**src/rtl/core/drs_pkg.sv**
```systemverilog
// ----------------------------------------------------------------------------
// drs_pkg
// Shared types and constants of the decimal radix sorter.
// ----------------------------------------------------------------------------
package drs_pkg;

   localparam int MaxItems  = 64;
   localparam int ValueBits = 16;
   localparam int IdxBits   = 6;
   localparam int CntBits   = 7;
   localparam int Radix     = 10;
   localparam int DigitBits = 4;

   typedef struct packed {
      logic [15:0] value;
      logic        is_last;
   } req_type;

   typedef struct packed {
      logic [15:0] sorted_value;
      logic        last_out;
      logic        dropped;
   } rsp_type;

   typedef enum logic [3:0] {
      ST_LOAD,
      ST_CLEAR,
      ST_COUNT,
      ST_PREFIX,
      ST_SCATTER,
      ST_COPY,
      ST_NEXT,
      ST_EMIT,
      ST_WAIT
   } state_type;

   // Commands from the controller to the datapath.
   typedef struct packed {
      logic load;       // store the accepted request
      logic clear;      // zero the ten counters, reset the index
      logic count;      // count digit of entry at index
      logic prefix;     // one step of the prefix sum
      logic scatter;    // move one entry from the back into scratch
      logic copy;       // copy one entry from scratch back
      logic next_place; // advance the digit place
      logic emit;       // present entry at index on the output
      logic done;       // end of set: clear count, maximum, flag, place and index
      logic restart;    // reset the index only, counters untouched
   } cmd_type;

   // Status from the datapath to the controller.
   typedef struct packed {
      logic step_last;  // current sweep is at its last step
      logic prefix_last;// prefix sum is at its last step
      logic more_digits;// maximum still has a digit at the place
      logic empty;      // no values stored
      logic emit_last;  // entry being emitted is the final one
   } sts_type;

endpackage

```
**src/rtl/core/drs_datapath.sv**
```systemverilog
// ----------------------------------------------------------------------------
// drs_datapath
// Value store, scratch store, digit counters and the digit place register.
// ----------------------------------------------------------------------------
module drs_datapath (
   input  logic             clock,
   input  logic             reset,
   input  drs_pkg::req_type req_data,
   input  drs_pkg::cmd_type cmd,
   output drs_pkg::sts_type sts,
   output logic [15:0]      emit_value,
   output logic             emit_dropped
);

   logic [15:0] value_mem   [drs_pkg::MaxItems];
   logic [15:0] scratch_mem [drs_pkg::MaxItems];
   logic [drs_pkg::CntBits-1:0] cnt_ff [drs_pkg::Radix];

   logic [drs_pkg::CntBits-1:0] item_count_ff, item_count_in;
   logic [15:0]                 largest_ff, largest_in;
   logic                        overflow_ff, overflow_in;
   logic [drs_pkg::CntBits-1:0] idx_ff, idx_in;
   logic [drs_pkg::DigitBits-1:0] pidx_ff, pidx_in;
   logic [2:0]                  place_ff, place_in; // power of ten 0..4, reaching 5 after the place-4 pass
   logic [15:0]                 place_val;

   logic [drs_pkg::IdxBits-1:0] front_addr;
   logic [drs_pkg::IdxBits-1:0] back_addr;
   logic [drs_pkg::IdxBits-1:0] wr_addr;
   logic [15:0]                 front_ff;
   logic [15:0]                 back_ff;
   logic [15:0]                 scratch_ff;
   logic [15:0]                 sel_val;
   logic [15:0]                 quot_lo;
   logic [15:0]                 quot_hi;
   logic [drs_pkg::DigitBits-1:0] digit;
   logic [drs_pkg::CntBits-1:0] pos;

   always_comb begin
      unique case (place_ff)
         3'd0:    place_val = 16'd1;
         3'd1:    place_val = 16'd10;
         3'd2:    place_val = 16'd100;
         3'd3:    place_val = 16'd1000;
         default: place_val = 16'd10000;
      endcase
   end

   // The stores are read at the next index, so the read registers hold the
   // entry of the current index. Scatter walks from the back; the other
   // sweeps from the front.
   assign front_addr = idx_in[drs_pkg::IdxBits-1:0];
   assign back_addr  = drs_pkg::IdxBits'(item_count_ff - idx_in - 7'd1);
   assign sel_val    = cmd.scatter ? back_ff : front_ff;

   // Digit at a place: the quotients by the place and by ten times the place
   // come from reciprocal multiplications, exact for sixteen-bit values.
   always_comb begin
      unique case (place_ff)
         3'd0: begin
            quot_lo = sel_val;
            quot_hi = 16'((34'(sel_val) * 34'd52429) >> 19);
         end
         3'd1: begin
            quot_lo = 16'((34'(sel_val) * 34'd52429) >> 19);
            quot_hi = 16'((34'(sel_val) * 34'd83887) >> 23);
         end
         3'd2: begin
            quot_lo = 16'((34'(sel_val) * 34'd83887) >> 23);
            quot_hi = 16'((34'(sel_val) * 34'd67109) >> 26);
         end
         3'd3: begin
            quot_lo = 16'((34'(sel_val) * 34'd67109) >> 26);
            quot_hi = 16'((34'(sel_val) * 34'd107375) >> 30);
         end
         default: begin
            quot_lo = 16'((34'(sel_val) * 34'd107375) >> 30);
            quot_hi = 16'd0;
         end
      endcase
      digit = drs_pkg::DigitBits'(quot_lo - ((quot_hi << 3) + (quot_hi << 1)));
   end

   assign pos     = cnt_ff[digit] - 7'd1;
   assign wr_addr = pos[drs_pkg::IdxBits-1:0];

   always_ff @(posedge clock) begin
      if (cmd.load && item_count_ff < 7'(drs_pkg::MaxItems))
         value_mem[item_count_ff[drs_pkg::IdxBits-1:0]] <= req_data.value;
      else if (cmd.copy)
         value_mem[idx_ff[drs_pkg::IdxBits-1:0]] <= scratch_ff;
      if (cmd.scatter)
         scratch_mem[wr_addr] <= back_ff;
      front_ff <= value_mem[front_addr];
      back_ff  <= value_mem[back_addr];
      // A scatter write to the entry being fetched is passed straight on.
      if (cmd.scatter && wr_addr == front_addr)
         scratch_ff <= back_ff;
      else
         scratch_ff <= scratch_mem[front_addr];
   end

   always_comb begin
      item_count_in = item_count_ff;
      largest_in    = largest_ff;
      overflow_in   = overflow_ff;
      idx_in        = idx_ff;
      pidx_in       = pidx_ff;
      place_in      = place_ff;
      if (cmd.load) begin
         if (item_count_ff < 7'(drs_pkg::MaxItems)) begin
            item_count_in = item_count_ff + 7'd1;
            if (req_data.value > largest_ff) largest_in = req_data.value;
         end else begin
            overflow_in = 1'b1;
         end
      end
      if (cmd.clear) begin
         idx_in  = '0;
         pidx_in = 4'd1;
      end
      if (cmd.count || cmd.scatter || cmd.copy || cmd.emit) idx_in = idx_ff + 7'd1;
      if (cmd.restart) idx_in = '0;
      if (cmd.prefix) pidx_in = pidx_ff + 4'd1;
      if (cmd.next_place) place_in = place_ff + 3'd1;
      if (cmd.done) begin
         item_count_in = '0;
         largest_in    = '0;
         overflow_in   = 1'b0;
         place_in      = '0;
         idx_in        = '0;
      end
   end

   always_ff @(posedge clock) begin
      if (reset) begin
         item_count_ff <= '0;
         largest_ff    <= '0;
         overflow_ff   <= 1'b0;
         idx_ff        <= '0;
         pidx_ff       <= '0;
         place_ff      <= '0;
         for (int d = 0; d < drs_pkg::Radix; d++) cnt_ff[d] <= '0;
      end else begin
         item_count_ff <= item_count_in;
         largest_ff    <= largest_in;
         overflow_ff   <= overflow_in;
         idx_ff        <= idx_in;
         pidx_ff       <= pidx_in;
         place_ff      <= place_in;
         if (cmd.clear)
            for (int d = 0; d < drs_pkg::Radix; d++) cnt_ff[d] <= '0;
         else if (cmd.count)
            cnt_ff[digit] <= cnt_ff[digit] + 7'd1;
         else if (cmd.prefix)
            cnt_ff[pidx_ff] <= cnt_ff[pidx_ff] + cnt_ff[pidx_ff - 4'd1];
         else if (cmd.scatter)
            cnt_ff[digit] <= pos;
      end
   end

   always_comb begin
      sts.step_last   = (idx_ff + 7'd1 >= item_count_ff);
      sts.prefix_last = (pidx_ff == 4'(drs_pkg::Radix - 1));
      sts.more_digits = (place_ff <= 3'd4) && (largest_ff >= place_val);
      sts.empty       = (item_count_ff == '0);
      sts.emit_last   = (idx_ff + 7'd1 == item_count_ff);
   end

   assign emit_value   = front_ff;
   assign emit_dropped = overflow_ff;

endmodule

```
**src/rtl/core/drs_control.sv**
```systemverilog
// ----------------------------------------------------------------------------
// drs_control
// Sequencer: load, per-digit passes, then emission.
// ----------------------------------------------------------------------------
module drs_control (
   input  logic             clock,
   input  logic             reset,
   input  logic             req_valid,
   input  logic             req_last,
   output logic             req_ready,
   input  logic             out_free,
   output logic             out_load,
   input  drs_pkg::sts_type sts,
   output drs_pkg::cmd_type cmd
);

   drs_pkg::state_type state_ff, state_in;

   always_comb begin
      state_in = state_ff;
      unique case (state_ff)
         drs_pkg::ST_LOAD:
            if (req_valid && req_last) state_in = drs_pkg::ST_NEXT;
         drs_pkg::ST_NEXT:
            if (sts.empty)            state_in = drs_pkg::ST_WAIT;
            else if (sts.more_digits) state_in = drs_pkg::ST_CLEAR;
            else                      state_in = drs_pkg::ST_EMIT;
         drs_pkg::ST_CLEAR:   state_in = drs_pkg::ST_COUNT;
         drs_pkg::ST_COUNT:
            if (sts.step_last) state_in = drs_pkg::ST_PREFIX;
         drs_pkg::ST_PREFIX:
            if (sts.prefix_last) state_in = drs_pkg::ST_SCATTER;
         drs_pkg::ST_SCATTER:
            if (sts.step_last) state_in = drs_pkg::ST_COPY;
         drs_pkg::ST_COPY:
            if (sts.step_last) state_in = drs_pkg::ST_NEXT;
         drs_pkg::ST_EMIT:
            if (out_free && sts.emit_last) state_in = drs_pkg::ST_WAIT;
         drs_pkg::ST_WAIT:    state_in = drs_pkg::ST_LOAD;
         default:             state_in = drs_pkg::ST_LOAD;
      endcase
   end

   always_comb begin
      cmd       = '0;
      req_ready = 1'b0;
      out_load  = 1'b0;
      unique case (state_ff)
         drs_pkg::ST_LOAD: begin
            req_ready = 1'b1;
            cmd.load  = req_valid;
         end
         drs_pkg::ST_NEXT: begin
            // A fresh pass resets the index; leaving for emission does too.
            cmd.clear = 1'b1;
         end
         drs_pkg::ST_CLEAR:   cmd.clear   = 1'b1;
         drs_pkg::ST_COUNT:   cmd.count   = 1'b1;
         drs_pkg::ST_PREFIX:  cmd.prefix  = 1'b1;
         drs_pkg::ST_SCATTER: cmd.scatter = 1'b1;
         drs_pkg::ST_COPY: begin
            cmd.copy       = 1'b1;
            cmd.next_place = sts.step_last;
         end
         drs_pkg::ST_EMIT: begin
            cmd.emit = out_free;
            out_load = out_free;
         end
         drs_pkg::ST_WAIT:    cmd.done = 1'b1;
         default:             cmd = '0;
      endcase
   end

   always_ff @(posedge clock) begin
      if (reset) state_ff <= drs_pkg::ST_LOAD;
      else       state_ff <= state_in;
   end

endmodule

```
**src/rtl/core/drs_sweep_fix.sv**
```systemverilog
// ----------------------------------------------------------------------------
// drs_sweep_fix
// Index restart at the end of the count and scatter sweeps, merged into the
// controller's commands.
// ----------------------------------------------------------------------------
module drs_sweep_fix (
   input  drs_pkg::cmd_type cmd_raw,
   input  drs_pkg::sts_type sts,
   output drs_pkg::cmd_type cmd
);

   always_comb begin
      cmd = cmd_raw;
      // Restart the element index when a count or scatter sweep ends. The
      // counters must survive, so this only takes the index-reset path.
      cmd.restart = (cmd_raw.count || cmd_raw.scatter) && sts.step_last;
   end

endmodule

```
**src/rtl/core/decimal_radix_sorter_core.sv**
```systemverilog
// ----------------------------------------------------------------------------
// decimal_radix_sorter_core
// LSD decimal radix sorter for up to 64 sixteen-bit values.
// ----------------------------------------------------------------------------
// Usage: values arrive one per request on the req_ channel (valid/ready) and
// are taken one per cycle while the block is loading. A request with
// is_last set closes the set. The block then runs one counting-sort pass per
// decimal digit of the largest stored value (at most five passes). A pass
// over N stored values runs a clear, a count sweep, a nine-step prefix sum,
// a scatter sweep from the back and a copy sweep. These sweeps over the
// stores, one entry per cycle, set the sort time.
// The sorted values then leave on the rsp_ channel in ascending order, one
// per cycle while the receiver takes them, the final one with last_out set;
// dropped marks every response of a set that lost values to a full store.
// Values beyond the 64th are discarded. A set of one empty store emits
// nothing. The response register holds its contents while the receiver
// stalls, and emission waits. No new request is accepted from is_last until
// the last response of the set has been registered. Reset clears the
// controller, the item count, the maximum, the flag and the output valid.
// ----------------------------------------------------------------------------
module decimal_radix_sorter_core (
   input  logic             clock,
   input  logic             reset,
   input  logic             req_valid,
   output logic             req_ready,
   input  drs_pkg::req_type req_data,
   output logic             rsp_valid,
   input  logic             rsp_ready,
   output drs_pkg::rsp_type rsp_data
);

   drs_pkg::cmd_type cmd_raw, cmd;
   drs_pkg::sts_type sts;
   logic             out_free, out_load;
   logic [15:0]      emit_value;
   logic             emit_dropped;
   logic             rsp_valid_ff, rsp_valid_in;
   drs_pkg::rsp_type rsp_data_ff, rsp_data_in;

   // The output register can take a new value when empty or being drained.
   assign out_free = !rsp_valid_ff || rsp_ready;

   drs_control u_control (
      .clock     (clock),
      .reset     (reset),
      .req_valid (req_valid),
      .req_last  (req_data.is_last),
      .req_ready (req_ready),
      .out_free  (out_free),
      .out_load  (out_load),
      .sts       (sts),
      .cmd       (cmd_raw)
   );

   drs_sweep_fix u_fix (
      .cmd_raw (cmd_raw),
      .sts     (sts),
      .cmd     (cmd)
   );

   drs_datapath u_datapath (
      .clock        (clock),
      .reset        (reset),
      .req_data     (req_data),
      .cmd          (cmd),
      .sts          (sts),
      .emit_value   (emit_value),
      .emit_dropped (emit_dropped)
   );

   always_comb begin
      rsp_valid_in = rsp_valid_ff;
      rsp_data_in  = rsp_data_ff;
      if (out_load) begin
         rsp_valid_in              = 1'b1;
         rsp_data_in.sorted_value  = emit_value;
         rsp_data_in.last_out      = sts.emit_last;
         rsp_data_in.dropped       = emit_dropped;
      end else if (rsp_ready) begin
         rsp_valid_in = 1'b0;
      end
   end

   always_ff @(posedge clock) begin
      if (reset) rsp_valid_ff <= 1'b0;
      else       rsp_valid_ff <= rsp_valid_in;
      rsp_data_ff <= rsp_data_in;
   end

   assign rsp_valid = rsp_valid_ff;
   assign rsp_data  = rsp_data_ff;

endmodule

```
**config.mk**
```make
export PLATFORM = sky130hd
export DESIGN_NAME = decimal_radix_sorter_core
export DESIGN_NICKNAME = d
export VERILOG_FILES = /design/src/rtl/core/drs_pkg.sv /design/src/rtl/core/drs_datapath.sv /design/src/rtl/core/drs_control.sv /design/src/rtl/core/drs_sweep_fix.sv /design/src/rtl/core/decimal_radix_sorter_core.sv
export SDC_FILE = /design/constraint.sdc
export NUM_CORES = 2
export LEC_CHECK = 0
export BUFFER_PORTS_ARGS = -buffer_cell sky130_fd_sc_hd__buf_2
export CELL_PAD_IN_SITES_DETAIL_PLACEMENT = 1
export CELL_PAD_IN_SITES_GLOBAL_PLACEMENT = 2
export CORE_MARGIN = 2
export CORE_UTILIZATION = 43
export CTS_CLUSTER_DIAMETER = 100
export DETAILED_ROUTE_END_ITERATION = 7
export PLACE_DENSITY_LB_ADDON = 0.1
export REMOVE_ABC_BUFFERS = 1
export SYNTH_ARGS = -nofsm -noshare
export SYNTH_HDL_FRONTEND = slang
export SYNTH_HIERARCHICAL = 1
export SYNTH_SLANG_ARGS = --single-unit
```
**constraint.sdc**
```tcl
create_clock -name clock -period 12.2 [get_ports clock]
set_input_delay 2.44 -clock clock [delete_from_list [all_inputs] [get_ports clock]]
set_output_delay 2.44 -clock clock [all_outputs]
set_load 0.1 [all_outputs]
```
==> impl_metrics.yaml <==
worst_setup_path:
  r2r_start: "u_control/state_ff[3]$_SDFFE_PP0P_"
  cpPeakStageDelay_ns: 0.71
  r2r_setup_slack_ns: 0.55
  path_max_fanout: 16
  rr_worst_depth: 37
  startpoint_type: "flop"
  r2r-end: "u_datapath/scratch_mem[16][6]$_DFFE_PP_"
  crit_top_cell: "fa_1"
  arrival_ns: 12.21
  crit_required_ns: 12.76
  slowest_stage: "fa_1"
  endpoint_kind: "flop"
  worstSetupPathType: "flop to flop"
drt:
  routedWlPerCell_microns: 33.5
  num_vias: 71700
  viasPerCell: 6.15
  dr.first_iter.drc_count: 8189
  wl_met1_microns: 166000
  drtPass1Iterations: 6
  wl_met3_microns: 27900
  routed.top_layer: "met5"
  ant_nets: 0
  dr_wl_met2_microns: 182000
  wirelength_microns: 390000
  drc: 0
placement:
  dp_cells: 11200
  hpwlAfterDp_microns: 251000
  io_buffer_count: 40
  gp_congestion: 0.887
  post-place-ws_ns: 0.0253
floorplanning:
  core_area_sq_um: 265000
  die_y_microns: 519
  row_count: 189
  die_w_microns: 519
  io-pin-count: 41
  die-area_sq_um: 270000
  initial_core_util: 0.432
timing:
  maxSlewViolCount: 0
  finalCritPeriodShare: 0.955
  rsz0062_at_grt: "false"
  setup_viol: 0
  hold_viol: 0
  finClkSkew_ns: 0.0622
  period_needed_ns: 11.65
  maxSlewHeadroom: 0.154
  tightest_slew_ns: 1.27
  holdWs_ns: 0.538
  setup_slack_ns: 0.547
  fmax_ghz: 0.0858
synth:
  synth_area_per_cell_sq_um: 14.7
  yosysWarnings: 6
  netlist_area_sq_um: 114000
  netlist_instances: 7779
clock_network:
  cts_root_buf: "clkbuf_16"
  cts_tree: "yes"
  cts_sinks: 2247
  clock_path_buffers: 4
  cts_buffers: 241
  cts_htree_levels: 4
  clk_pin_slew_ns: 0.06
  clk-insertion-delay-late_ns: 0.91
layout:
  syn_to_final_growth_pct: 12.3
  fill_cells: 25500
  layoutNonFillerInstCount: 11700
  layout.nets: 8675
  final_layout_size_suffix_gt1_frac: 0.202
min_path:
  min_delay_path_depth: 2
  min-delay-path-class: "flop to flop"
  min_from: "rsp_valid$_SDFFE_PP0P_"
  holdPathEnd: "rsp_valid$_SDFFE_PP0P_"
run_status:
  outcome: "finished clean"
global_routing:
  grt_usage: 0.287
  grt_start_max_net_pins: 173
  grt_pass1_wl_microns: 556000
  grt_overflow: 0
  grt_pass1_vias: 73500
  antenna_found_initial: 28
run:
  drv_cap: 0
[worst max-delay path: cells and delay by family, from the launching register on]
kind            cells  cell delay [ns]
fa+ha+maj           9             4.25
compound gates      6             1.95
mux                 5             1.48
buf+inv             8             1.34
flops               1             0.30
simple gates        9             1.96
[cells in the final DEF (no fill, tap or decap), types with 24 or more instances in the layout]
master	n
a211oi_1	42
a21oi_1	132
a311oi_1	162
a31oi_1	34
and3_1	88
buf_2	41
buf_4	291
bufinv_16	30
clkbuf_1	58
clkbuf_16	246
clkinv_1	35
clkinv_2	38
dfxtp_1	64
edfxtp_1	2162
fa_1	295
ha_1	438
inv_1	567
mux2i_1	62
mux4_2	728
nand2_1	1161
nand3_1	562
nand4_1	26
nor2_1	180
nor2_2	76
nor2_4	24
nor2b_1	43
nor3_1	25
o21ai_0	54
xnor2_1	50
[area by class of cell]
type	instances	area (sq um)	area share
Inverter	576	2190	0.0170
Tap cell	3533	4420	0.0345
Timing Repair Buffer	347	2690	0.0210
Antenna cell	16	40.0	0.000312
Clock buffer	311	6470	0.0504
Sequential cell	2247	66700	0.520
Clock inverter	134	1530	0.0119
Multi-Input combinational cell	4506	44300	0.345
[per-layer routing]
| metal | vias up | track usage |
|---|---|---|
| met1 | 38400 | 0.412 |
| met5 | - | 0 |
| li1 | 29800 | - |
| met2 | 2960 | 0.450 |
| met3 | 611 | 0.0414 |
| met4 | 14 | 0.0990 |
[state kept, by name (all words and copies together), names as in the netlist, named ones only]
signal / count
rsp_data: 18
rsp_valid: 1
u_control/state_ff: 4
u_datapath/back_ff: 16
u_datapath/cnt_ff: 96
u_datapath/emit_dropped: 1
u_datapath/emit_value: 16
u_datapath/idx_ff: 7
u_datapath/item_count_ff: 7
u_datapath/largest_ff: 16
u_datapath/pidx_ff: 4
u_datapath/place_ff: 3
u_datapath/scratch_mem: 1024
u_datapath/value_mem: 1024
[worst max path at each step]
stage | start | to | slack (ns) | cells past startpoint
2_1_floorplan | rsp_ready | u_datapath/emit_value[0]$_DFF_P_ | -13.43 | 14
3_3_place_gp | u_control/state_ff[3]$_SDFFE_PP0P_ | u_datapath/scratch_mem[10][7]$_DFFE_PP_ | -0.21 | 35
3_5_place_dp | u_control/state_ff[3]$_SDFFE_PP0P_ | u_datapath/scratch_mem[8][7]$_DFFE_PP_ | 0.03 | 41
4_1_cts | u_control/state_ff[3]$_SDFFE_PP0P_ | u_datapath/scratch_mem[8][6]$_DFFE_PP_ | 0.04 | 34
5_1_grt | u_control/state_ff[3]$_SDFFE_PP0P_ | u_datapath/scratch_mem[37][1]$_DFFE_PP_ | 0.08 | 43
6_report | u_control/state_ff[3]$_SDFFE_PP0P_ | u_datapath/scratch_mem[16][6]$_DFFE_PP_ | 0.55 | 37
[metrics by stage]
step,instance area (sq um),setup TNS [ns],util
6_report,128000,0,0.485
2_1_floorplan,112000,-2476.38,-
4_1_cts,128000,0,0.484
3_3_place_gp,120000,-52.76,0.454
5_1_grt,128000,0,0.485
3_5_place_dp,120000,0,0.454
[timing repair]
item / in CTS / in global routing
cloned: 0 / 0
gates resized for setup: 1 / 10
endpoints found under the setup margin: 106 / 1024
hold endpoints to repair: 0 / 0
hold buffers: 0 / 0
setup buffers: 0 / 2
pin swaps: 0 / 1
Power is not shown: default switching activity piles up to over one toggle a cycle in this logic, so the estimate is an artifact.
